`src/rtl/ialu_pkg.sv`:
```
package ialu_pkg;

   localparam int WORD_W = 32;
   localparam int SHAMT_W = $clog2(WORD_W);

   localparam logic [4:0] OP_ADD  = 5'd0;
   localparam logic [4:0] OP_SUB  = 5'd1;
   localparam logic [4:0] OP_EQ   = 5'd2;
   localparam logic [4:0] OP_GT   = 5'd3;
   localparam logic [4:0] OP_GTU  = 5'd4;
   localparam logic [4:0] OP_SHL  = 5'd5;
   localparam logic [4:0] OP_SHR  = 5'd6;
   localparam logic [4:0] OP_SHRU = 5'd7;
   localparam logic [4:0] OP_AND  = 5'd8;
   localparam logic [4:0] OP_OR   = 5'd9;
   localparam logic [4:0] OP_XOR  = 5'd10;
   localparam logic [4:0] OP_MIN  = 5'd11;
   localparam logic [4:0] OP_MAX  = 5'd12;
   localparam logic [4:0] OP_MINU = 5'd13;
   localparam logic [4:0] OP_MAXU = 5'd14;
   localparam logic [4:0] OP_SXT8 = 5'd15;
   localparam logic [4:0] OP_SXT16 = 5'd16;
   localparam logic [4:0] OP_NEG  = 5'd17;
   localparam logic [4:0] OP_NOT  = 5'd18;
   localparam logic [4:0] OP_MUL  = 5'd19;
   localparam logic [4:0] OP_DIV  = 5'd20;
   localparam logic [4:0] OP_DIVU = 5'd21;
   localparam logic [4:0] OP_MOD  = 5'd22;
   localparam logic [4:0] OP_MODU = 5'd23;
   localparam logic [4:0] OP_ROTL = 5'd24;
   localparam logic [4:0] OP_ROTR = 5'd25;
   localparam logic [4:0] OP_ABS  = 5'd26;

   typedef struct packed {
      logic [4:0]        kind;
      logic [WORD_W-1:0] operand_a;
      logic [WORD_W-1:0] operand_b;
   } req_type;

   typedef struct packed {
      logic [WORD_W-1:0] result_word;
      logic              error_flag;
   } rsp_type;

   typedef struct packed {
      logic is_div;
      logic want_rem;
      logic neg_out;
      logic by_zero;
   } div_ctl_type;

   typedef struct packed {
      logic              valid;
      div_ctl_type       ctl;
      logic [WORD_W-1:0] rem;
      logic [WORD_W-1:0] quo;
      logic [WORD_W-1:0] dsor;
   } div_stage_type;

endpackage

```
`src/rtl/ialu_simple.sv`:
```
module ialu_simple (
   input  logic                     clock,
   input  logic                     adv,
   input  ialu_pkg::req_type        op,
   output logic [ialu_pkg::WORD_W-1:0] result
);
   import ialu_pkg::*;

   logic [WORD_W-1:0]  a, b;
   logic [WORD_W-1:0]  res_in, res_ff;
   logic [SHAMT_W-1:0] sh;
   logic [SHAMT_W:0]   sh_inv;
   logic               big_shift, sgt, ugt;
   logic [WORD_W-1:0]  neg_a;

   always_comb begin
      a = op.operand_a;
      b = op.operand_b;
      sh = b[SHAMT_W-1:0];
      sh_inv = (SHAMT_W+1)'(WORD_W) - {1'b0, sh};
      big_shift = (b >> SHAMT_W) != '0;
      sgt = $signed(a) > $signed(b);
      ugt = a > b;
      neg_a = '0 - a;
      unique case (op.kind)
         OP_ADD:   res_in = a + b;
         OP_SUB:   res_in = a - b;
         OP_EQ:    res_in = WORD_W'(a == b);
         OP_GT:    res_in = WORD_W'(sgt);
         OP_GTU:   res_in = WORD_W'(ugt);
         OP_SHL:   res_in = big_shift ? '0 : a << sh;
         OP_SHR:   res_in = big_shift ? '0 : WORD_W'($signed(a) >>> sh);
         OP_SHRU:  res_in = big_shift ? '0 : a >> sh;
         OP_AND:   res_in = a & b;
         OP_OR:    res_in = a | b;
         OP_XOR:   res_in = a ^ b;
         OP_MIN:   res_in = sgt ? b : a;
         OP_MAX:   res_in = ($signed(b) > $signed(a)) ? b : a;
         OP_MINU:  res_in = (a < b) ? a : b;
         OP_MAXU:  res_in = ugt ? a : b;
         OP_SXT8:  res_in = {{(WORD_W-8){a[7]}}, a[7:0]};
         OP_SXT16: res_in = {{(WORD_W-16){a[15]}}, a[15:0]};
         OP_NEG:   res_in = neg_a;
         OP_NOT:   res_in = ~a;
         OP_MUL:   res_in = WORD_W'(a * b);
         // a shift by the full width yields zero, so amount zero returns a
         OP_ROTL:  res_in = (a << sh) | (a >> sh_inv);
         OP_ROTR:  res_in = (a >> sh) | (a << sh_inv);
         OP_ABS:   res_in = a[WORD_W-1] ? neg_a : a;
         default:  res_in = '0;
      endcase
   end

   always_ff @(posedge clock) begin
      if (adv) res_ff <= res_in;
   end

   assign result = res_ff;

endmodule

```
`config.mk`:
```
export PLATFORM = sky130hd
export DESIGN_NAME = ialu_simple
export DESIGN_NICKNAME = d
export VERILOG_FILES = /design/src/rtl/ialu_pkg.sv /design/src/rtl/ialu_simple.sv
export SDC_FILE = /design/constraint.sdc
export NUM_CORES = 2
export LEC_CHECK = 0
export ABC_AREA = 1
export BUFFER_PORTS_ARGS = -buffer_cell sky130_fd_sc_hd__buf_2
export CAP_MARGIN = 20
export CORE_MARGIN = 2
export CORE_UTILIZATION = 30
export CTS_BUF_LIST = sky130_fd_sc_hd__clkbuf_4
export DETAILED_ROUTE_END_ITERATION = 16
export PLACE_DENSITY = 0.43
export SLEW_MARGIN = 20
export SYNTH_ARGS = -nofsm -noshare
export SYNTH_HDL_FRONTEND = slang
export SYNTH_SLANG_ARGS = --single-unit
```
`constraint.sdc`:
```
create_clock -name clock -period 13 [get_ports clock]
set_input_delay 1.95 -clock clock [delete_from_list [all_inputs] [get_ports clock]]
set_output_delay 1.95 -clock clock [all_outputs]
set_load 0.02 [all_outputs]
```
==> results.md <==
- Dpl cells: 7386
- Setup CP Type: in -> reg
- Worst path required time: 13.42 ns
- Area growth, synth to finish: 5.16%
- Die Height: 349 um
- GRT overflow: 0
- Largest net degree at the start of global routing: 67
- Detail Route Antenna Nets: 0
- Syn nets: 6720
- Global-route wire length before repair: roughly 300000 um
- HPWL after DPL: 166000 um
- Dominant synthesized flop cell: edfxtp_1
- Synth Instances: 5985
- Resized Gates After CTS: 0
- Worst-Margin Slew: 1.21 ns
- Multi-input gate area: 29200 sq um
- Clk buf depth: 2
- RSZ-0062 raised after global routing: false
- Status: finished clean
- Core ar.: ~120000 sq um
- Worst setup SP type: input port
- Total number of vias: 41117
- Mapped Area: 35700 sq um
- Vias per cell: ~5.6
- CTS Buf Count: 5
- Final Net Count: 6594
- Final period util: 73.3%
- GP Congestion: 1.04
- Die Footprint: about 120000 sq um
- Max Slew Vio Count: 0
- Total track usage: 33.9%
- Distinct cells, synth: 64
- Hold/Removal Path Class: in -> reg
- Vias in the first global route: 39631
- Final setup viols: 0
- H-tree depth: 2
- Syn_area_per_cell: roughly 6.0 sq um
- Pleak: about 21 nW
- Max Freq: about 100 MHz
- Final Hold Violating Endpoints: 0
- Die width: about 350 um
- Seq. cell area: about 960 sq um
- Headroom to the max-slew limit: 18.6%
- Filler cells: 13621
- Crit. End Element: flip-flop
- Post CTS Setup Buffer Count: 0
- CTS sink count: 32
- IO Port Bufs: 102
- Syn. warnings: 0
- Cts hold-fix bufs: 0
- Crit path DAT: 9.95 ns
- Most frequent cells in the layout: nand2_1 (1803), inv_1 (1031), nand3_1 (609)
- Commonest non-fill, non-tap cell in the layout: nand2_1
- Worst Path Max Fanout: 16
- Drt pass-1 iters: 6
- Initial Util: approximately 30%
- WL/cell: 28.4 um
- Final WL: approximately 210000 um
- Fin crit period: 9.53 ns
- Number of enable flip-flop cells after synthesis: 32
- Clock slew at reported path FFs: 0.18 ns
- VDD IR max: 0.717 mV
- I/O pins: ~100
- Maxcap violations: 0
- # DRC: 0
- Clock Root Buffer: clkbuf_4
- Synthesized flop and latch total: 32
- Pwr dens: 314 nW/um^2
- Max FFs per register: 32
- CTS tree: built
- Initial antenna violation count: 16
- Sequential-to-total area share from yosys stat: 2.70%
- Share of cells above drive strength 1: under 10%
- Non-filler instance count after layout: 7399
- Async S/R FF share, synth: 0%
- First DRT Iteration DRCs: between 5000 and 6000
- Setup TNS: 0 ns
- Row Count: 126
## metrics by stage
stage / hold slack (ns) / utilization [%] / total power [W] / cell area (sq um) / worst slack [ns]
finish: 1.84 / 31.8 / 0.0118 / 37500 / 3.47
detailed placement: 2.40 / 31.7 / 0.0116 / 37400 / 3.01
CTS: 1.84 / 31.8 / 0.0118 / 37500 / 3.59
floorplan: 2.06 / - / 0.00792 / 35700 / 4.13
global placement: 2.40 / 31.7 / 0.0116 / 37400 / 2.98
global route: 1.85 / 31.8 / 0.0132 / 37500 / 3.35
## cell usage after synthesis (32+ instances only)
master	n	area share (%)
a21oi_1	265	3.7
buf_1	68	0.72
buf_2	81	1.1
clkbuf_1	164	1.7
edfxtp_1	32	2.7
fa_1	410	23
ha_1	254	8.9
inv_1	1032	11
nand2_1	1803	19
nand3_1	609	8.5
nand4_1	92	1.6
nor2_1	394	4.1
nor3_1	53	0.74
o211ai_1	82	1.7
o21ai_0	287	4.0
## final timing paths
kind / end / from / depth (start not counted)
worst min-delay path: result[16] / adv / 1
worst max-delay path: result[28] / op[45] / 22
## critical path: stages
cell and delay, ns:
buf_2 0.46, buf_4 0.40, ha_1 0.44, fa_1 0.50
fa_1 0.50, inv_1 0.06, fa_1 0.49, fa_1 0.51
inv_1 0.05, fa_1 0.58, fa_1 0.44, fa_1 0.51
fa_1 0.42, ha_1 0.44, nand2_1 0.15, nor4_1 0.48
nand3_1 0.17, nand4_1 0.13, nand2_1 0.06, o21ai_0 0.82
nor3_1 0.21, nand3_1 0.15
## layer usage
layer / track usage, % / vias to the layer above / wire length (um)
li1: - / 18492 / -
met1: 44.4 / 19937 / 86200
met2: 53.8 / 2236 / 92800
met3: 5.10 / 440 / 17300
met4: 18.1 / 12 / 13400
met5: 0 / - / 80
## kinds of logic after synthesis
group | synth area share [%]
flip-flops | 2.70
multiplexers | 0.112
AO/OA/AOI/OAI | 12.8
buffers and inverters | 15.5
XOR/XNOR | 0.958
AND/OR/NAND/NOR | 36.1
adder cells (fa/ha/maj) | 31.9
## area by class of cell
class                           count  share of cell area [%]
Antenna cell                        3                  0.0200
Clock buffer                        5                   0.100
Clock inverter                      3                  0.0501
Inverter                         1072                    10.7
Multi-Input combinational cell   4544                    77.9
Sequential cell                    32                    2.56
Tap cell                         1536                    5.13
Timing Repair Buffer              204                    3.46
## power by group
group | total [W] | internal, W | leakage (nW) | switching, W
Clock | 0.0000918 | 0.0000207 | 0.0350 | 0.0000712
Combinational | 0.0115 | 0.00390 | 20.5 | 0.00760
Sequential | 0.000178 | 0.000157 | 0.309 | 0.0000212
Power figures use the tool's default switching activity.
